### src/hdl/crfe_pkg.sv
// Shared constants, codes and control types of the clipped rectangle fill engine.
package crfe_pkg;

	localparam int PANEL_WIDTH_DEF  = 320;
	localparam int PANEL_HEIGHT_DEF = 240;
	localparam int COORD_W          = 16;
	localparam int COLOR_W          = 16;
	localparam int CNT_W            = 32;
	localparam int CMD_W            = 3;
	localparam int OUTLINE_FILLS    = 4;

	typedef enum logic [CMD_W-1:0] {
		CMD_FILL_RECT   = 3'd0,
		CMD_FILL_SCREEN = 3'd1,
		CMD_OUTLINE     = 3'd2,
		CMD_READ_PIXEL  = 3'd3,
		CMD_CLEAR_COUNT = 3'd4
	} cmd_t;

	typedef enum logic [2:0] {
		ST_CLEAR,
		ST_IDLE,
		ST_SETUP,
		ST_ADDR,
		ST_WALK,
		ST_READ,
		ST_DONE
	} state_t;

	// sequencer -> raster walker
	typedef struct packed {
		logic load;
		logic step;
	} raster_ctl_t;

	// raster walker -> sequencer
	typedef struct packed {
		logic last_col;
		logic last_row;
	} raster_sts_t;

endpackage

### src/hdl/crfe_raster.sv
// Raster walker: column/row counters and store address for the clipped area.
module crfe_raster import crfe_pkg::*; #(
	parameter int PANEL_WIDTH  = PANEL_WIDTH_DEF,
	parameter int PANEL_HEIGHT = PANEL_HEIGHT_DEF,
	localparam int DEPTH = PANEL_WIDTH * PANEL_HEIGHT,
	localparam int AW    = (DEPTH > 1) ? $clog2(DEPTH) : 1,
	localparam int XW    = (PANEL_WIDTH > 1) ? $clog2(PANEL_WIDTH) : 1,
	localparam int YW    = (PANEL_HEIGHT > 1) ? $clog2(PANEL_HEIGHT) : 1
) (
	input  logic          clk,
	input  raster_ctl_t   ctl,
	input  logic [XW-1:0] xs,
	input  logic [XW-1:0] xe,
	input  logic [YW-1:0] ys,
	input  logic [YW-1:0] ye,
	output logic [AW-1:0] addr,
	output raster_sts_t   sts
);

	localparam logic [AW-1:0] ROW_STEP = AW'(PANEL_WIDTH);

	logic [XW-1:0] x_q;
	logic [YW-1:0] y_q;
	logic [AW-1:0] row_q;
	logic [AW-1:0] addr_q;
	logic [AW-1:0] row_base;
	logic [AW-1:0] row_next;

	assign row_base = AW'(ys) * ROW_STEP;
	assign row_next = row_q + ROW_STEP;

	always_ff @(posedge clk) begin
		if (ctl.load) begin
			x_q    <= xs;
			y_q    <= ys;
			row_q  <= row_base;
			addr_q <= row_base + AW'(xs);
		end else if (ctl.step) begin
			if (sts.last_col) begin
				// wrap to the start of the next row
				x_q    <= xs;
				y_q    <= y_q + YW'(1);
				row_q  <= row_next;
				addr_q <= row_next + AW'(xs);
			end else begin
				x_q    <= x_q + XW'(1);
				addr_q <= addr_q + AW'(1);
			end
		end
	end

	assign sts.last_col = (x_q == xe);
	assign sts.last_row = (y_q == ye);
	assign addr         = addr_q;

endmodule

### config.mk
export PLATFORM = sky130hd
export DESIGN_NAME = crfe_raster
export DESIGN_NICKNAME = d
export VERILOG_FILES = /design/src/hdl/crfe_pkg.sv /design/src/hdl/crfe_raster.sv
export SDC_FILE = /design/constraint.sdc
export NUM_CORES = 1
export LEC_CHECK = 0
export ABC_CLOCK_PERIOD_IN_PS = 2900
export BUFFER_PORTS_ARGS = -buffer_cell sky130_fd_sc_hd__buf_2
export CAP_MARGIN = 30
export CORE_MARGIN = 1
export CORE_UTILIZATION = 50
export CTS_CLUSTER_SIZE = 25
export DETAILED_ROUTE_END_ITERATION = 8
export PLACE_DENSITY_LB_ADDON = 0.25
export SYNTH_ARGS = -nofsm -noshare
export SYNTH_HDL_FRONTEND = slang
export SYNTH_SLANG_ARGS = --single-unit
### constraint.sdc
create_clock -name clk -period 2.9 [get_ports clk]
set_clock_uncertainty 0.05 [all_clocks]
set_input_delay 0.435 -clock clk [delete_from_list [all_inputs] [get_ports clk]]
set_output_delay 0.435 -clock clk [all_outputs]
set_load 0.01 [all_outputs]
Word-level counts from Yosys, hierarchy flattened --
Index checks and enable logic that the tools add are counted.
Operators by class: $add $sub $neg 6, multiplexer cells 12, reductions and logical operators 4, multipliers 1, equality and inequality tests 2
Operator list (number):
- $mux W17 | 6
- $add A17 B9 Y17 | 2
- $mux W9 | 3
- $mux W8 | 3
- $add A17 B1 Y17 const B | 1
- $add A17 B9 Y17 const B | 1
- $mul A8 B3 Y11 const B | 1
- $add A9 B1 Y9 const B | 1
- $eq A9 B9 Y1 | 1
- $add A8 B1 Y8 const B | 1
- $eq A8 B8 Y1 | 1
- $reduce_and A2 Y1 | 2
- $reduce_bool A2 Y1 | 2
Word-level totals: bits in registers 51, output and inout bits 19

Longest topological paths before layout --
depth after elaboration 5, depth in mapped cells 10, gate-level depth less buffers 9

Worst setup path before layout --
Ideal clock, no wire load.
kind input to register, start in ys[1], end reg addr_q[15] (netlist: addr[15]), data pin, setup slack -0.048 ns, library setup time 0.180 ns, cell stages on the path 9, arrival time 2.718 ns, cells stage by stage ha_1 > ha_1 > fa_1 > a211oi_1 > or2_2 > nand2_1 > or4_1 > mux2i_1 > a221oi_1
Between the ends: cells in the longest elaborated chain, start to end 3
RTL lines:
- start: declaration | RTL line crfe_raster.sv:14 | input logic [YW-1:0] ys,
- $mul A8 B3 Y11 | RTL line crfe_raster.sv:29 | assign row_base = AW'(ys) * ROW_STEP;
- $add A17 B9 Y17 | RTL line crfe_raster.sv:37 | addr_q <= row_base + AW'(xs);
- $mux W17 | RTL line crfe_raster.sv:33 | if (ctl.load) begin
- end signal: assignment | RTL line crfe_raster.sv:37
- end signal: assignment | RTL line crfe_raster.sv:44 | addr_q <= row_next + AW'(xs);
- end signal: assignment | RTL line crfe_raster.sv:47 | addr_q <= addr_q + AW'(1);
- end: declaration | RTL line crfe_raster.sv:25 | logic [AW-1:0] addr_q;
No other way between the ends. A chain may end at the register's enable or synchronous reset.

Final worst setup path --
start in ys[2], end reg addr_q[15] (netlist: addr[15]), data pin
The elaborated chain is that of the path after synthesis.

==> results.sh <==
export IMPL_status="finished clean"
export IMPL_yosys_warnings=0
export IMPL_timing_rr_end="addr[11]"
export IMPL_finalCritPeriodShare_pct=94.2
export IMPL_numCtsBuffers=5
export IMPL_yosys_top_cells_area="edfxtp_1, xnor2_1, ha_1"
export IMPL_period_minus_slack_ns=2.73
export IMPL_first_pass_iters=7
export IMPL_fin_cells=583
export IMPL_peakVddDrop_v=0.000243
export IMPL_worstSetupPathType="in -> reg"
export IMPL_wl_per_cell_um=15.7
export IMPL_grtUsageTotal_pct=24.8
export IMPL_critPathLaunch="ys[2]"
export IMPL_netlist_instances=402
export IMPL_path_clk_slew_ns=0.08
export IMPL_internal_power_mw=1.41
export IMPL_ys_top_cells_by_count="edfxtp_1, nand2_1, xnor2_1, o21ai_0, xor2_1"
export IMPL_worst_ep_required_time_ns=2.89
export IMPL_wl_um=9170
export IMPL_synth_nets=464
export IMPL_finalHoldViolCount=0
export IMPL_die_x_um=89.0
export IMPL_vias=3305
export IMPL_crit_end="addr[15]"
export IMPL_postRouteAntennaNets=0
export IMPL_leakage_nw=1.80
export IMPL_switching_power_uw=696
export IMPL_detailed_place_hpwl_um=7080
export IMPL_setup_viol=0
export IMPL_dp_slack_ns=-0.200
export IMPL_pin_count=56
export IMPL_relSlewSlack_pct=64.0
export IMPL_regToRegSetupSlack_ns=0.18
export IMPL_async_flop_share_pct=0
export IMPL_ys_seq_area_share_pct=35.7
export IMPL_comb_power_share_pct=33.8
export IMPL_crit_path_max_fanout=4
export IMPL_die_area_um2=7920
export IMPL_grt_overflow=0
export IMPL_cts_tree="built"
export IMPL_grt_max_degree=27
export IMPL_start_util_pct=51.9
export IMPL_slew_violations=0
export IMPL_ctsHtreeMaxLevel=2
export IMPL_area_growth_pct=18.8
export IMPL_vias_per_cell=5.67
export IMPL_switching_share_pct=33.0
export IMPL_worstPathArrival_ns=2.72
export IMPL_antenna_cells=0
export IMPL_worstSkewPairLatency_ns=0.30
export IMPL_fin_ws_ns=0.167
export IMPL_fmax_mhz=366
export IMPL_gp_congestion=0.967
export IMPL_grt_pass1_wl_um=15000
export IMPL_cp_end_kind="flip-flop"
export IMPL_tightest_slew_ns=0.538
export IMPL_maxCapViolations=0
export IMPL_core_area_um2=7290
export IMPL_finalSetupTns_ns=0
export IMPL_drtIter0Drc=188
export IMPL_yosys_most_used_dff="edfxtp_1"
export IMPL_rsz0062_at_grt="no"
export IMPL_fp_row_count=31
export IMPL_layout_drive_gt1_share_pct=24.2
export IMPL_syn_area_per_cell_um2=9.41
export IMPL_antenna_found_initial=0
export IMPL_nets=546
export IMPL_synth_seq_cells=45
export IMPL_root_buffer="clkbuf_8"
export IMPL_place_inst=576
export IMPL_stdcell_area_um2=4500
export IMPL_grt_busiest_layer="met2"
export IMPL_placed_cell_area_um2=4390
export IMPL_timing_rr_start="row_q[7]"
export IMPL_io_buffers=55
export IMPL_yosysTopAreaCellShare_pct=35.7
export IMPL_grt_util_met2_pct=39.2
export IMPL_grt_pass1_vias=3019
export IMPL_syn_area_um2=3780
export IMPL_p_per_area_nw_per_um2=469
export IMPL_reg2reg_depth=9
export IMPL_synth_top_area_cell="edfxtp_1"
export IMPL_grt_util_met3_pct=3.14
export IMPL_drc=0
export IMPL_clkPwrFrac_pct=22.3
export IMPL_die_h_um=89.0
export IMPL_ys_types=56
export IMPL_postCtsHoldBufs=0
export IMPL_min_path_type="in -> reg"
export IMPL_cp_start_kind="input port"
export IMPL_power_frac_seq_pct=43.9
export IMPL_clockBufferDepth=2
export IMPL_synth_edf_count=45
export IMPL_grt_util_met1_pct=35.7
export IMPL_cts_sinks=45
layout by cell type (no fill, tap or decap), drive strengths merged, types with 3 or more instances in the layout:
master,synthesis,layout
buf,5,91
nand2,45,45
edfxtp,45,45
xnor2,40,40
o21ai,33,33
xor2,27,27
nor2,25,25
ha,22,22
a21oi,22,22
nand3,19,19
nand4,9,9
inv,8,8
or2,7,7
a21o,6,6
a211oi,6,6
and3,5,5
clkbuf,11,5
nand2b,4,4
o211ai,4,4
and4,4,4
mux2i,4,4
o21a,3,3
o2111ai,3,3
and2,3,3
nor2b,3,3
o22ai,3,3
fa,3,3
or3,3,3
nor4,3,3
area by class of cell:
type                    count  area [um2]
well taps                  99         124
flip-flops and latches     45        1350
inverters                   8        30.0
clock buffers               5        68.8
fillers                   628        2800
clock inverters             2        35.0
multi-input cells         333        2340
repair buffers             91         546
routing by layer:
layer | part of all wire, % | routed length, um
met1 | 47 | 4290
met5 | 0 | 0
met2 | 46 | 4200
met3 | 5.6 | 516
met4 | 1.7 | 159
stage by stage:
| step | util, % | power (mW) | hold WS, ns |
|---|---|---|---|
| final | 61.7 | 2.11 | 0.377 |
| after global routing | 61.7 | 2.24 | 0.387 |
| after CTS | 61.6 | 2.10 | 0.386 |
| after detailed placement | 60.2 | 1.64 | 0.630 |
| after global placement | 60.2 | 1.62 | 0.612 |
| after floorplan | - | 1.38 | 0.567 |
power by group through the flow:
stage / registers [mW] / logic, mW / clock network, mW
3_3_place_gp: 0.934 / 0.687 / 0
5_1_grt: 0.937 / 0.796 / 0.506
2_1_floorplan: 0.926 / 0.455 / 0
6_report: 0.925 / 0.713 / 0.471
3_5_place_dp: 0.938 / 0.700 / 0
4_1_cts: 0.923 / 0.708 / 0.473
timing repair:
action | in CTS | in global routing
hold endpoints to repair | 0 | 0
gates resized for setup | 0 | 1
endpoints found under the setup margin | 0 | 1
buffers inserted | 0 | 0
flip-flops by register name, indices dropped and copies added (netlist names):
register and count:
addr 17, row_q 11, x_q 9, y_q 8
cell families (layout without fill, tap and decap cells):
| group | Yosys count | in the layout | synth area share (%) |
|---|---|---|---|
| adders and majority gates | 25 | 25 | 8.86 |
| muxes | 6 | 6 | 1.65 |
| buffers and inverters | 24 | 106 | 2.81 |
| and+or+nand+nor | 142 | 142 | 19.6 |
| AOI/OAI and AO/OA | 93 | 93 | 15.9 |
| xor gates and xnor gates | 67 | 67 | 15.5 |
| DFF | 45 | 45 | 35.7 |
worst min path at each step:
stage	start	slack (ns)	to	depth (start not counted)
final	xs[0]	0.38	x_q[0]	3
after global routing	xs[0]	0.39	addr[0]	3
after CTS	xs[0]	0.39	x_q[0]	3
after detailed placement	y_q[0]	0.63	y_q[0]	1
after global placement	y_q[0]	0.61	y_q[0]	1
after floorplan	y_q[0]	0.57	y_q[0]	1
critical path, stage by stage:
cell and delay (ns):
buf_2 0.11, ha_1 0.31, ha_1 0.30, a211o_1 0.29, a211oi_2 0.23, o211ai_1 0.21
or4_1 0.58, mux2i_1 0.20, a221oi_1 0.06
Note: power is estimated with default switching activity, not from simulation.
